File: src/sv/kcs_pkg.sv
package kcs_pkg;

   localparam int NCHARS     = 95;
   localparam int FIRST_CHAR = 32;
   localparam int LAST_CHAR  = 126;
   localparam int IDX_W      = 7;
   localparam int CHAR_W     = 8;
   localparam int OP_W       = 3;
   localparam int ST_W       = 2;
   localparam int ADDR_W     = IDX_W + 1;

   typedef logic [IDX_W-1:0]  idx_type;
   typedef logic [CHAR_W-1:0] char_type;
   typedef logic [OP_W-1:0]   op_type;
   typedef logic [ST_W-1:0]   status_type;
   typedef logic [ADDR_W-1:0] addr_type;

   localparam op_type OP_CLEAR   = 3'd0;
   localparam op_type OP_APPEND  = 3'd1;
   localparam op_type OP_BUILD   = 3'd2;
   localparam op_type OP_ENCRYPT = 3'd3;
   localparam op_type OP_DECRYPT = 3'd4;

   localparam status_type ST_OK        = 2'd0;
   localparam status_type ST_KEY_IGNORE = 2'd1;
   localparam status_type ST_NOT_BUILT = 2'd2;
   localparam status_type ST_EMPTY_KEY = 2'd3;

   // Upper address bit selects one half of each memory.
   localparam logic HALF_SEQ = 1'b0;
   localparam logic HALF_POS = 1'b1;
   localparam logic HALF_FWD = 1'b0;
   localparam logic HALF_INV = 1'b1;

   typedef struct packed {
      logic     en;
      addr_type addr;
      idx_type  data;
   } ram_wr_type;

   typedef struct packed {
      logic     en;
      addr_type addr;
   } ram_rd_type;

endpackage

File: src/sv/kcs_if.sv
interface kcs_req_if;
   logic                 valid;
   logic                 ready;
   kcs_pkg::op_type      opcode;
   kcs_pkg::char_type    data_char;

   modport source (output valid, output opcode, output data_char, input ready);
   modport sink (input valid, input opcode, input data_char, output ready);
endinterface

interface kcs_rsp_if;
   logic                 valid;
   logic                 ready;
   kcs_pkg::char_type    result_char;
   kcs_pkg::status_type  status;

   modport source (output valid, output result_char, output status, input ready);
   modport sink (input valid, input result_char, input status, output ready);
endinterface

File: src/sv/kcs_ram.sv
module kcs_ram (
   input  logic                clock,
   input  kcs_pkg::ram_wr_type wr,
   input  kcs_pkg::ram_rd_type rd,
   output kcs_pkg::idx_type    rd_data
);

   kcs_pkg::idx_type mem [2**kcs_pkg::ADDR_W];
   kcs_pkg::idx_type rd_data_ff;

   always_ff @(posedge clock) begin
      if (wr.en) begin
         mem[wr.addr] <= wr.data;
      end
      if (rd.en) begin
         rd_data_ff <= mem[rd.addr];
      end
   end

   assign rd_data = rd_data_ff;

endmodule

File: src/sv/keyword_columnar_substitution_cipher.sv
// Keyword columnar substitution cipher over the printable characters 32..126.
// Items arrive on req (opcode, data_char) and each gives exactly one item on
// rsp (result_char, status), in order. Clear, encrypt and decrypt leave the
// block idle, so a stream of text flows at one item per cycle while rsp.ready
// is high; an accepted key character also passes through S_APPEND2, as it
// writes two entries of the key memory. A result passes through the lookup
// stage and then the output register before it is presented on rsp.
// A build walks the key memory and the table memory one entry per cycle:
// a fill pass, a column scan, the column reads and an inverse pass, during
// which req.ready is low.
// Reset (synchronous) empties the keyword, clears the character marks and
// marks the table as not built; the memories are not cleared, as no entry
// is read before it has been written.
// When the receiver stalls, the finished result is held on rsp and one more
// item can be taken into the lookup stage; after that req.ready drops until
// rsp.ready returns.
module keyword_columnar_substitution_cipher #(
   parameter int MAX_KEY_LEN = 32
) (
   input logic       clock,
   input logic       reset,
   kcs_req_if.sink   req,
   kcs_rsp_if.source rsp
);

   typedef enum logic [2:0] {
      S_IDLE,
      S_APPEND2,
      S_FILL,
      S_SCAN,
      S_POSW,
      S_COL,
      S_INV,
      S_INVD
   } state_type;

   localparam kcs_pkg::idx_type LAST_IDX = kcs_pkg::IDX_W'(kcs_pkg::NCHARS - 1);

   state_type                   state_ff, state_in;
   kcs_pkg::idx_type            len_ff, len_in;
   logic [kcs_pkg::NCHARS-1:0]  marks_ff, marks_in;
   logic                        built_ff, built_in;
   kcs_pkg::idx_type            v_ff, v_in;
   kcs_pkg::idx_type            n_ff, n_in;
   logic [kcs_pkg::ADDR_W-1:0]  p_ff, p_in;
   kcs_pkg::idx_type            k_ff, k_in;
   logic                        rdp_ff, rdp_in;
   kcs_pkg::idx_type            col_ff, col_in;
   kcs_pkg::idx_type            chidx_ff, chidx_in;

   logic                        a_valid_ff, a_valid_in;
   logic                        a_ram_ff, a_ram_in;
   kcs_pkg::char_type           a_char_ff, a_char_in;
   kcs_pkg::status_type         a_status_ff, a_status_in;

   logic                        res_valid_ff, res_valid_in;
   kcs_pkg::char_type           res_char_ff, res_char_in;
   kcs_pkg::status_type         res_status_ff, res_status_in;

   kcs_pkg::ram_wr_type         key_wr, tab_wr;
   kcs_pkg::ram_rd_type         key_rd, tab_rd;
   kcs_pkg::idx_type            key_rdata, tab_rdata;

   logic                        out_free;
   logic                        ready;
   logic                        accept;
   logic                        printable;
   kcs_pkg::char_type           ch_off;
   kcs_pkg::idx_type            cidx;
   logic                        mark_hit;
   kcs_pkg::char_type           a_data;

   kcs_ram u_key_ram (
      .clock   (clock),
      .wr      (key_wr),
      .rd      (key_rd),
      .rd_data (key_rdata)
   );

   kcs_ram u_tab_ram (
      .clock   (clock),
      .wr      (tab_wr),
      .rd      (tab_rd),
      .rd_data (tab_rdata)
   );

   assign out_free  = !res_valid_ff || rsp.ready;
   assign ready     = (state_ff == S_IDLE) && (!a_valid_ff || out_free);
   assign accept    = req.valid && ready;
   assign printable = (req.data_char >= kcs_pkg::CHAR_W'(kcs_pkg::FIRST_CHAR)) &&
                      (req.data_char <= kcs_pkg::CHAR_W'(kcs_pkg::LAST_CHAR));
   assign ch_off    = req.data_char - kcs_pkg::CHAR_W'(kcs_pkg::FIRST_CHAR);
   assign cidx      = ch_off[kcs_pkg::IDX_W-1:0];
   assign mark_hit  = printable && marks_ff[cidx];
   assign a_data    = a_ram_ff ?
                      (kcs_pkg::CHAR_W'(tab_rdata) + kcs_pkg::CHAR_W'(kcs_pkg::FIRST_CHAR)) :
                      a_char_ff;

   assign req.ready       = ready;
   assign rsp.valid       = res_valid_ff;
   assign rsp.result_char = res_char_ff;
   assign rsp.status      = res_status_ff;

   always_comb begin
      state_in      = state_ff;
      len_in        = len_ff;
      marks_in      = marks_ff;
      built_in      = built_ff;
      v_in          = v_ff;
      n_in          = n_ff;
      p_in          = p_ff;
      k_in          = k_ff;
      rdp_in        = rdp_ff;
      col_in        = col_ff;
      chidx_in      = chidx_ff;
      a_valid_in    = a_valid_ff;
      a_ram_in      = a_ram_ff;
      a_char_in     = a_char_ff;
      a_status_in   = a_status_ff;
      res_valid_in  = res_valid_ff;
      res_char_in   = res_char_ff;
      res_status_in = res_status_ff;
      key_wr        = '0;
      tab_wr        = '0;
      key_rd        = '0;
      tab_rd        = '0;

      // The lookup stage moves into the output register whenever it is free.
      if (out_free) begin
         res_valid_in  = a_valid_ff;
         res_char_in   = a_data;
         res_status_in = a_status_ff;
         a_valid_in    = 1'b0;
      end

      unique case (state_ff)
         S_IDLE: begin
            if (accept) begin
               a_valid_in  = 1'b1;
               a_ram_in    = 1'b0;
               a_char_in   = '0;
               a_status_in = kcs_pkg::ST_OK;
               unique case (req.opcode) inside
                  kcs_pkg::OP_CLEAR: begin
                     len_in   = '0;
                     marks_in = '0;
                  end
                  kcs_pkg::OP_APPEND: begin
                     if (!printable || (len_ff >= kcs_pkg::IDX_W'(MAX_KEY_LEN)) ||
                         mark_hit) begin
                        a_status_in = kcs_pkg::ST_KEY_IGNORE;
                     end else begin
                        key_wr         = '{en: 1'b1, addr: {kcs_pkg::HALF_SEQ, len_ff},
                                           data: cidx};
                        len_in         = len_ff + kcs_pkg::IDX_W'(1);
                        marks_in[cidx] = 1'b1;
                        col_in         = len_ff;
                        chidx_in       = cidx;
                        state_in       = S_APPEND2;
                     end
                  end
                  kcs_pkg::OP_BUILD: begin
                     if (len_ff == '0) begin
                        a_status_in = kcs_pkg::ST_EMPTY_KEY;
                     end else begin
                        // The result is issued when the build finishes.
                        a_valid_in = 1'b0;
                        v_in       = '0;
                        n_in       = len_ff;
                        state_in   = S_FILL;
                     end
                  end
                  kcs_pkg::OP_ENCRYPT, kcs_pkg::OP_DECRYPT: begin
                     if (!built_ff) begin
                        a_status_in = kcs_pkg::ST_NOT_BUILT;
                     end else if (!printable) begin
                        a_char_in = req.data_char;
                     end else begin
                        a_ram_in = 1'b1;
                        tab_rd   = '{en: 1'b1,
                                     addr: {(req.opcode == kcs_pkg::OP_DECRYPT) ?
                                            kcs_pkg::HALF_INV : kcs_pkg::HALF_FWD, cidx}};
                     end
                  end
                  default: begin
                  end
               endcase
            end
         end
         S_APPEND2: begin
            key_wr   = '{en: 1'b1, addr: {kcs_pkg::HALF_POS, chidx_ff}, data: col_ff};
            state_in = S_IDLE;
         end
         S_FILL: begin
            // Unused characters follow the keyword in ascending order.
            if (!marks_ff[v_ff]) begin
               key_wr = '{en: 1'b1, addr: {kcs_pkg::HALF_SEQ, n_ff}, data: v_ff};
               n_in   = n_ff + kcs_pkg::IDX_W'(1);
            end
            if (v_ff == LAST_IDX) begin
               v_in     = '0;
               k_in     = '0;
               state_in = S_SCAN;
            end else begin
               v_in = v_ff + kcs_pkg::IDX_W'(1);
            end
         end
         S_SCAN: begin
            if (marks_ff[v_ff]) begin
               key_rd   = '{en: 1'b1, addr: {kcs_pkg::HALF_POS, v_ff}};
               state_in = S_POSW;
            end else if (v_ff == LAST_IDX) begin
               v_in     = '0;
               state_in = S_INV;
            end else begin
               v_in = v_ff + kcs_pkg::IDX_W'(1);
            end
         end
         S_POSW: begin
            // key_rdata is the column of this key character.
            key_rd   = '{en: 1'b1, addr: {kcs_pkg::HALF_SEQ, key_rdata}};
            p_in     = {1'b0, key_rdata} + {1'b0, len_ff};
            rdp_in   = 1'b1;
            state_in = S_COL;
         end
         S_COL: begin
            if (rdp_ff) begin
               tab_wr = '{en: 1'b1, addr: {kcs_pkg::HALF_FWD, k_ff}, data: key_rdata};
               k_in   = k_ff + kcs_pkg::IDX_W'(1);
            end
            if (p_ff < kcs_pkg::ADDR_W'(kcs_pkg::NCHARS)) begin
               key_rd = '{en: 1'b1,
                          addr: {kcs_pkg::HALF_SEQ, p_ff[kcs_pkg::IDX_W-1:0]}};
               p_in   = p_ff + {1'b0, len_ff};
               rdp_in = 1'b1;
            end else begin
               rdp_in = 1'b0;
               if (v_ff == LAST_IDX) begin
                  v_in     = '0;
                  state_in = S_INV;
               end else begin
                  v_in     = v_ff + kcs_pkg::IDX_W'(1);
                  state_in = S_SCAN;
               end
            end
         end
         S_INV: begin
            tab_rd   = '{en: 1'b1, addr: {kcs_pkg::HALF_FWD, v_ff}};
            chidx_in = v_ff;
            rdp_in   = 1'b1;
            if (rdp_ff) begin
               tab_wr = '{en: 1'b1, addr: {kcs_pkg::HALF_INV, tab_rdata}, data: chidx_ff};
            end
            if (v_ff == LAST_IDX) begin
               state_in = S_INVD;
            end else begin
               v_in = v_ff + kcs_pkg::IDX_W'(1);
            end
         end
         S_INVD: begin
            tab_wr      = '{en: 1'b1, addr: {kcs_pkg::HALF_INV, tab_rdata}, data: chidx_ff};
            rdp_in      = 1'b0;
            built_in    = 1'b1;
            a_valid_in  = 1'b1;
            a_ram_in    = 1'b0;
            a_char_in   = '0;
            a_status_in = kcs_pkg::ST_OK;
            state_in    = S_IDLE;
         end
         default: begin
            state_in = S_IDLE;
         end
      endcase
   end

   always_ff @(posedge clock) begin
      if (reset) begin
         state_ff     <= S_IDLE;
         len_ff       <= '0;
         marks_ff     <= '0;
         built_ff     <= 1'b0;
         rdp_ff       <= 1'b0;
         a_valid_ff   <= 1'b0;
         res_valid_ff <= 1'b0;
      end else begin
         state_ff     <= state_in;
         len_ff       <= len_in;
         marks_ff     <= marks_in;
         built_ff     <= built_in;
         rdp_ff       <= rdp_in;
         a_valid_ff   <= a_valid_in;
         res_valid_ff <= res_valid_in;
      end
      v_ff          <= v_in;
      n_ff          <= n_in;
      p_ff          <= p_in;
      k_ff          <= k_in;
      col_ff        <= col_in;
      chidx_ff      <= chidx_in;
      a_ram_ff      <= a_ram_in;
      a_char_ff     <= a_char_in;
      a_status_ff   <= a_status_in;
      res_char_ff   <= res_char_in;
      res_status_ff <= res_status_in;
   end

   // Every kept key character carries exactly one mark.
   a_marks_match_len: assert property (@(posedge clock) disable iff (reset)
      $countones(marks_ff) == int'(len_ff))
      else $error("character marks disagree with the keyword length");

   a_len_bounded: assert property (@(posedge clock) disable iff (reset)
      len_ff <= kcs_pkg::IDX_W'(MAX_KEY_LEN))
      else $error("keyword length beyond its limit");

   a_busy_not_ready: assert property (@(posedge clock) disable iff (reset)
      (state_ff != S_IDLE) |-> !req.ready)
      else $error("item taken while a build or append is running");

   a_build_sets_table: assert property (@(posedge clock) disable iff (reset)
      (state_ff == S_INVD) |=> (built_ff && a_valid_ff))
      else $error("finished build left no table or no result");

endmodule

File: src/flat_wrapper.sv
// flat-port wrapper written by rule: the top's interface ports become plain ports
module keyword_columnar_substitution_cipher_flat 
#(
   parameter int MAX_KEY_LEN = 32
)
  (clock, reset, req_valid, req_opcode, req_data_char, req_ready, rsp_valid, rsp_result_char, rsp_status, rsp_ready);
  kcs_req_if req_i ();
  kcs_rsp_if rsp_i ();
  input logic clock;
  input logic reset;
  input wire logic [$bits(req_i.valid)-1:0] req_valid;
  input wire logic [$bits(req_i.opcode)-1:0] req_opcode;
  input wire logic [$bits(req_i.data_char)-1:0] req_data_char;
  output wire logic [$bits(req_i.ready)-1:0] req_ready;
  output wire logic [$bits(rsp_i.valid)-1:0] rsp_valid;
  output wire logic [$bits(rsp_i.result_char)-1:0] rsp_result_char;
  output wire logic [$bits(rsp_i.status)-1:0] rsp_status;
  input wire logic [$bits(rsp_i.ready)-1:0] rsp_ready;
  assign req_i.valid = req_valid;
  assign req_i.opcode = req_opcode;
  assign req_i.data_char = req_data_char;
  assign req_ready = req_i.ready;
  assign rsp_valid = rsp_i.valid;
  assign rsp_result_char = rsp_i.result_char;
  assign rsp_status = rsp_i.status;
  assign rsp_i.ready = rsp_ready;
  keyword_columnar_substitution_cipher #(.MAX_KEY_LEN(MAX_KEY_LEN)) u_core (.clock(clock), .reset(reset), .req(req_i), .rsp(rsp_i));
endmodule
File: config.mk
export PLATFORM = sky130hd
export DESIGN_NAME = keyword_columnar_substitution_cipher_flat
export DESIGN_NICKNAME = d
export VERILOG_FILES = /design/src/sv/kcs_pkg.sv /design/src/sv/kcs_if.sv /design/src/sv/kcs_ram.sv /design/src/sv/keyword_columnar_substitution_cipher.sv /design/src/flat_wrapper.sv
export SDC_FILE = /design/constraint.sdc
export NUM_CORES = 2
export LEC_CHECK = 0
export ABC_AREA = 1
export BUFFER_PORTS_ARGS = -buffer_cell sky130_fd_sc_hd__buf_2
export CAP_MARGIN = 20
export CORE_MARGIN = 4
export CORE_UTILIZATION = 35
export DETAILED_ROUTE_END_ITERATION = 7
export PLACE_DENSITY = 0.6
export SKIP_CTS_REPAIR_TIMING = 1
export SYNTH_ARGS = -nofsm -noshare
export SYNTH_HDL_FRONTEND = slang
export SYNTH_HIERARCHICAL = 1
export SYNTH_SLANG_ARGS = --single-unit
File: constraint.sdc
create_clock -name clock -period 20.9 [get_ports clock]
set_input_delay 0 -clock clock [delete_from_list [all_inputs] [get_ports clock]]
set_output_delay 0 -clock clock [all_outputs]
set_load 0.01 [all_outputs]
After elaboration in Yosys (flattened, before gate mapping). Memories as Yosys holds them, arrays and structs flattened. A register that Yosys moved wholly into a read port is not among the register bits. Index checks and enable logic that the tools add are counted.

Bits in registers: 173. Bits in read-only memories: 0. Latch bits: 0. Bits in writable memories: 3584. Output and inout bits: 12. Word-level logic and storage cells: 190. Memories: 2. Bits of input ports: 15.

Memories: u_core.u_key_ram.mem (depth 256, width 7, read ports 1, clocked after Yosys merged registers in 1, write ports 1, RTL line kcs_ram.sv:8) `kcs_pkg::idx_type mem [2**kcs_pkg::ADDR_W];`; u_core.u_tab_ram.mem (depth 256, width 7, read ports 1, clocked after Yosys merged registers in 1, write ports 1, RTL line kcs_ram.sv:8).

Equality and inequality tests: 30. Reduce and logical (&&, ||, !) cells: 35. Div/mod/pow operators: 0. Multiply operators: 0. Shift operators: 0. Bitwise operators: 2. Order comparisons: 7. Mux-type cells: 88. Add/sub/neg operators: 8.

Operators by type and width (number): one-hot mux 95 bit (2 select lines) (1); 2-to-1 mux 7 bit (17); 2-to-1 mux 16 bit (6); one-hot mux 16 bit (3 select lines) (2); 2-to-1 mux 95 bit (1); bitwise OR 95 bit (1); one-hot mux 7 bit (2 select lines) (4); 2-to-1 mux 9 bit (6); 2-to-1 mux 8 bit (6); one-hot mux 7 bit (5 select lines) (1); one-hot mux 8 bit (2 select lines) (2); adder 7 x 1 -> 7 bit (second input constant) (4); 2-to-1 mux 3 bit (9); one-hot mux 9 bit (3 select lines) (1); one-hot mux 3 bit (7 select lines) (1); 2-to-1 mux 1 bit (18); inequality test 2 bit (second input constant) (9); one-hot mux 9 bit (2 select lines) (1); less-than comparator 7 x 8 -> 1 bit (second input constant) (2); equality test 3 bit (second input constant) (5); binary-select mux 1 bit (select 7 bit) (2); equality test 3 x 2 -> 1 bit (second input constant) (4); AND reduction 4 bit (3); nonzero test 2 bit (6); 35 further kinds (58).

Longest topological paths before layout.
Depth in word-level cells: 11. Mapped depth: 30. Mapped depth without buffers: 25.

By module. The synthesis kept the hierarchy.

By module, submodules not included: kcs_ram (cells an instance 6218, times used 2, area an instance 73339.1 um^2, sequential area each 54021.8 um^2); keyword_columnar_substitution_cipher (cells an instance 1457, times used 1, area an instance 10009.6 um^2, sequential area each 4103.9 um^2).

Worst setup path after synthesis. No wires, ideal clock.

Path type: reg2reg. Start point: register u_core.res_valid_ff (netlist: u_core/rsp.valid). End point: memory u_core/u_key_ram/mem[0][5] (netlist name) (data pin). Arrival time: 11.450 ns. Stages on the path, launching flop included: 10. Data required time: 18.713 ns. Period minus slack after synthesis: 13.637 ns. Setup slack: 7.263 ns. Path buffers: 0. Setup time: 2.187 ns. Cell sequence: dfxtp_1 > nand2_1 > nor2_1 > nor2_1 > nand2_1 > inv_1 > nand2_1 > nor3_1 > inv_1 > o21ai_0.

RTL lines: from (decl) (RTL line keyword_columnar_substitution_cipher.sv:56) `logic res_valid_ff, res_valid_in;`; from (signal assigned) (RTL line keyword_columnar_substitution_cipher.sv:292) `res_valid_ff <= res_valid_in;`; to (decl) (RTL line kcs_ram.sv:8).

==> summary.md <==
| Metric | Value |
|---|---|
| Outcome | finished, violations left |
| Failing checks | negative hold slack |
| Ys async rst share | 0 |
| Crit path top cell by count | nand2_1 |
| Worst hold margin | -0.00111 ns |
| Reg2Reg Depth | 28 |
| Port Buffer Count | 26 |
| CP Class | reg -> reg |
| RSZ-0062 raised after global routing | no |
| Clock latency on the worst-skew pair | 0.95 ns |
| Global Route Usage Sum | 0.184 |
| Max-Cap Viols | 0 |
| Placer Congestion | 0.841 |
| CTS H-tree depth | 5 |
| Pwr dens | 108 mW/mm^2 |
| Worst EP arrival | 8.97 ns |
| Grt ovf | 0 |
| Endpoints failing hold | 1 |
| Post-synth top area share | 0.702 |
| Mean number of vias per cell | 5.31 |
| Max incr delay on CP | 0.93 ns |
| Iter 0 DRT Violations | 12.4k |
| Initial Util | 0.352 |
| Synth area leaders | edfxtp_1 (70%), nand3_1 (11%), nand2_1 (10%), nor2_1 (1.6%), buf_2 (1.5%) |
| 1st-pass router iterations | 6 |
| FF+latch count, synth | 3771 |
| Hold Path Class | in -> reg |
| Post-Syn Instances | 13.9k |
| Largest net degree at the start of global routing | 233 |
| Die Area | 0.458 sq mm |
| DRT Wirelength | 440000 um |
| Number of synthesized flops with an enable pin | 3662 |
| Synth Area in Compound Gates | 0.00976 |
| XOR/XNOR share of the synthesized area | 0.000615 |
| RR Endpoint | u_core/u_key_ram/rd_data[1] |
| Core Area | 0.446 sq mm |
| Layout cells sized above 1 | 0.0550 |
| Clk buf depth | 4 |
| Area share of fa/ha/maj cells after synthesis | 0.00149 |
| Post-Synthesis Cell Area | 0.157 sq mm |
| Simple-Gate Fraction of Synth Area | 0.236 |
| CP required | 21.69 ns |
| Synth unique cells | 43 |
| Die width | 677 um |
| Clock Skew | 0.0480 ns |
| Die height | 677 um |
| CP bufs+invs | 6 |
| Vias | 105k |
| Worst Slack Setup Final | 12.72 ns |
| Sequential fraction of the synthesis area | 0.716 |
| CTS sink cnt | 3771 |
| TNS Setup | 0 ns |
| IO Count | 27 |
| Fillers | 42.4k |
| Final #Nets | 13.6k |
| # DRC | 0 |
| Final min period | 8.18 ns |
| Worst slew margin | 0.0727 |
| Crit-path leading delay family | buffers and inverters |
| Fin. max-slew vios | 0 |
| Total CTS buffers | 371 |
| Rows | 245 |
| Avg Cell Area, Syn | 11.3 sq um |
| Top_reg_cell synth | edfxtp_1 |
| First-pass GRT wire length | 653000 um |
| Root Driver | clkbuf_16 |
| Mux contribution to synthesized area | 0 |
| Antenna violations before repair | 9 |
| Vias in the first global route | 98.5k |
| Setup violations, final | 0 |
| Number of routed nets with antenna violations | 0 |
| Placement Setup Slack | 13.21 ns |
| Worst vdd ir | 0.126 mV |
| CP max FO | 232 |
| Detailed Place HPWL | 238000 um |
| Reg2Reg Setup Slack | 12.72 ns |
| Worst hold path depth | 3 |
| Largest family of logic cells by synthesized area | simple AND/OR/NAND/NOR gates |
| Largest area contributor in the netlist | edfxtp_1 |
| Worst Tran Pin Value | 1.39 ns |
| Crit path capture type | flip-flop |
| Setup crit start kind | flip-flop |
| Syn. warnings | 6 |
| Wire length per cell | 22.2 um |
| CP max stage cell | buf_4 |
| Min-delay src | reset |
| Worst-path clk slew | 0.06 ns |
| Worst Hold End | u_core/a_valid_ff |
| CTS tree | built |
| Worst R2R Start | u_core/v_ff[0] |
| Max frequency | 122 MHz |
| Syn_nets | 13.9k |
| Leakage power total | 0.0584 uW |
| Final worst path period share | 0.391 |
| Syn-to-layout area delta | 10.7% |
[cell families (layout without fill, tap and decap cells)]
logic type | count (synthesis) | count (layout)
buffers and inverters | 1201 | 1149
adders and majority gates | 18 | 18
DFF | 3771 | 3771
xor gates and xnor gates | 11 | 11
and+or+nand+nor | 8610 | 8610
other | 0 | 7
AOI/OAI and AO/OA | 282 | 282
[per-layer routing]
metal  share of wire  global-route usage  up-vias
met5        0.000057                   0        -
met4           0.029              0.0549        4
met3           0.092              0.0328      696
met2            0.45               0.284     4659
met1            0.43               0.265    51692
li1                -                   -    48016
[metrics by stage]
step | power, uW | util | hold WS [ns] | cell area (sq um) | instances
CTS | 18700 | 0.389 | -0.676 | 173000 | 19749
floorplan | 11100 | - | 0.220 | 157000 | 13893
global route | 19300 | 0.389 | 0.0218 | 173000 | 19770
detailed placement | 12200 | 0.362 | 0.361 | 161000 | 19071
finish | 18700 | 0.389 | -0.00111 | 173000 | 19776
global placement | 12100 | 0.362 | 0.348 | 161000 | 19070
[power breakdown]
part / switching, uW / internal [uW]
clock: 2850 / 3740
combinational: 2620 / 696
sequential: 44.2 / 8700
total: 5520 / 13100
[worst max path at each step]
stage                                   to  cells past startpoint  slack (ns)             start
3_3_place_gp   u_core/u_key_ram/rd_data[4]                     29       13.24    u_core/v_ff[0]
2_1_floorplan   u_core/u_key_ram/mem[0][5]                      9        7.26  u_core/rsp.valid
4_1_cts        u_core/u_key_ram/rd_data[4]                     29       13.17    u_core/v_ff[0]
3_5_place_dp   u_core/u_key_ram/rd_data[1]                     24       13.21    u_core/v_ff[0]
5_1_grt        u_core/u_key_ram/rd_data[1]                     28       12.38    u_core/v_ff[0]
6_report       u_core/u_key_ram/rd_data[1]                     28       12.72    u_core/v_ff[0]
[state kept, by name, indices dropped and copies added (netlist names)]
| register | count |
|---|---|
| u_core/u_tab_ram/mem | 1792 |
| u_core/u_tab_ram/rd_data | 7 |
| u_core/u_key_ram/rd_data | 7 |
| u_core/rsp.result_char | 8 |
| u_core/a_status_ff | 2 |
| u_core/marks_ff | 95 |
| u_core/len_ff | 7 |
| u_core/rdp_ff | 1 |
| u_core/u_key_ram/mem | 1792 |
| u_core/rsp.status | 2 |
| u_core/chidx_ff | 7 |
| u_core/p_ff | 8 |
| u_core/rsp.valid | 1 |
| u_core/k_ff | 7 |
| u_core/n_ff | 7 |
| u_core/state_ff | 3 |
| u_core/col_ff | 7 |
| u_core/a_char_ff | 8 |
| u_core/a_ram_ff | 1 |
| u_core/built_ff | 1 |
| u_core/a_valid_ff | 1 |
| u_core/v_ff | 7 |
[Yosys cell counts, drive strengths merged, types with 2 or more instances]
master  count
nand2    4314
edfxtp   3662
nand3    3589
buf       700
nor2      668
inv       271
clkbuf    226
a21oi     144
dfxtp     109
o21ai      92
o211ai     20
nor3       18
ha         17
nand4      10
xor2       10
o221ai      8
o22ai       8
a31oi       5
nor4        5
clkinv      4
nand3b      2
nor3b       2
[final cells by class]
cell class | instances | area [sq um] | area share
timing repair buffer | 196 | 1740 | 0.0100
inverter | 275 | 1100 | 0.00636
tap | 5928 | 7420 | 0.0428
antenna | 7 | 17.5 | 0.000101
sequential | 3771 | 112000 | 0.647
multi-input combinational | 8921 | 39100 | 0.226
clock inverter | 208 | 1970 | 0.0114
clock buffer | 470 | 9880 | 0.0570
[worst register-to-register path, delay by kind of cell (launching register included)]
kind	cells	cell delay, ns
buffers and inverters	6	3.92
AND/OR/NAND/NOR	19	3.07
flip-flops	1	0.70
AO/OA/AOI/OAI	3	0.35
[cell usage in the layout, fill, tap and decap left out, types with 7 or more instances in the layout]
cell / netlist / layout
clkinvlp_4: 0 / 11
nand3_1: 3588 / 3588
dlygate4sd3_1: 0 / 19
o21ai_4: 0 / 10
nand2_1: 4311 / 4293
bufinv_16: 0 / 32
inv_1: 259 / 255
nor3_1: 18 / 17
clkinv_2: 0 / 72
clkinv_1: 4 / 78
dfxtp_1: 109 / 109
nand2_2: 2 / 20
nand4_1: 10 / 10
xor2_1: 10 / 10
inv_2: 9 / 7
o21ai_0: 76 / 65
buf_4: 83 / 127
buf_12: 0 / 23
buf_2: 482 / 27
o211ai_1: 20 / 20
nor2_1: 666 / 666
a21oi_1: 143 / 143
ha_1: 17 / 17
edfxtp_1: 3662 / 3662
diode_2: 0 / 7
clkbuf_16: 0 / 379
o21ai_1: 16 / 16
clkbuf_1: 226 / 86
No activity file was read; power rests on OpenSTA's default activity.
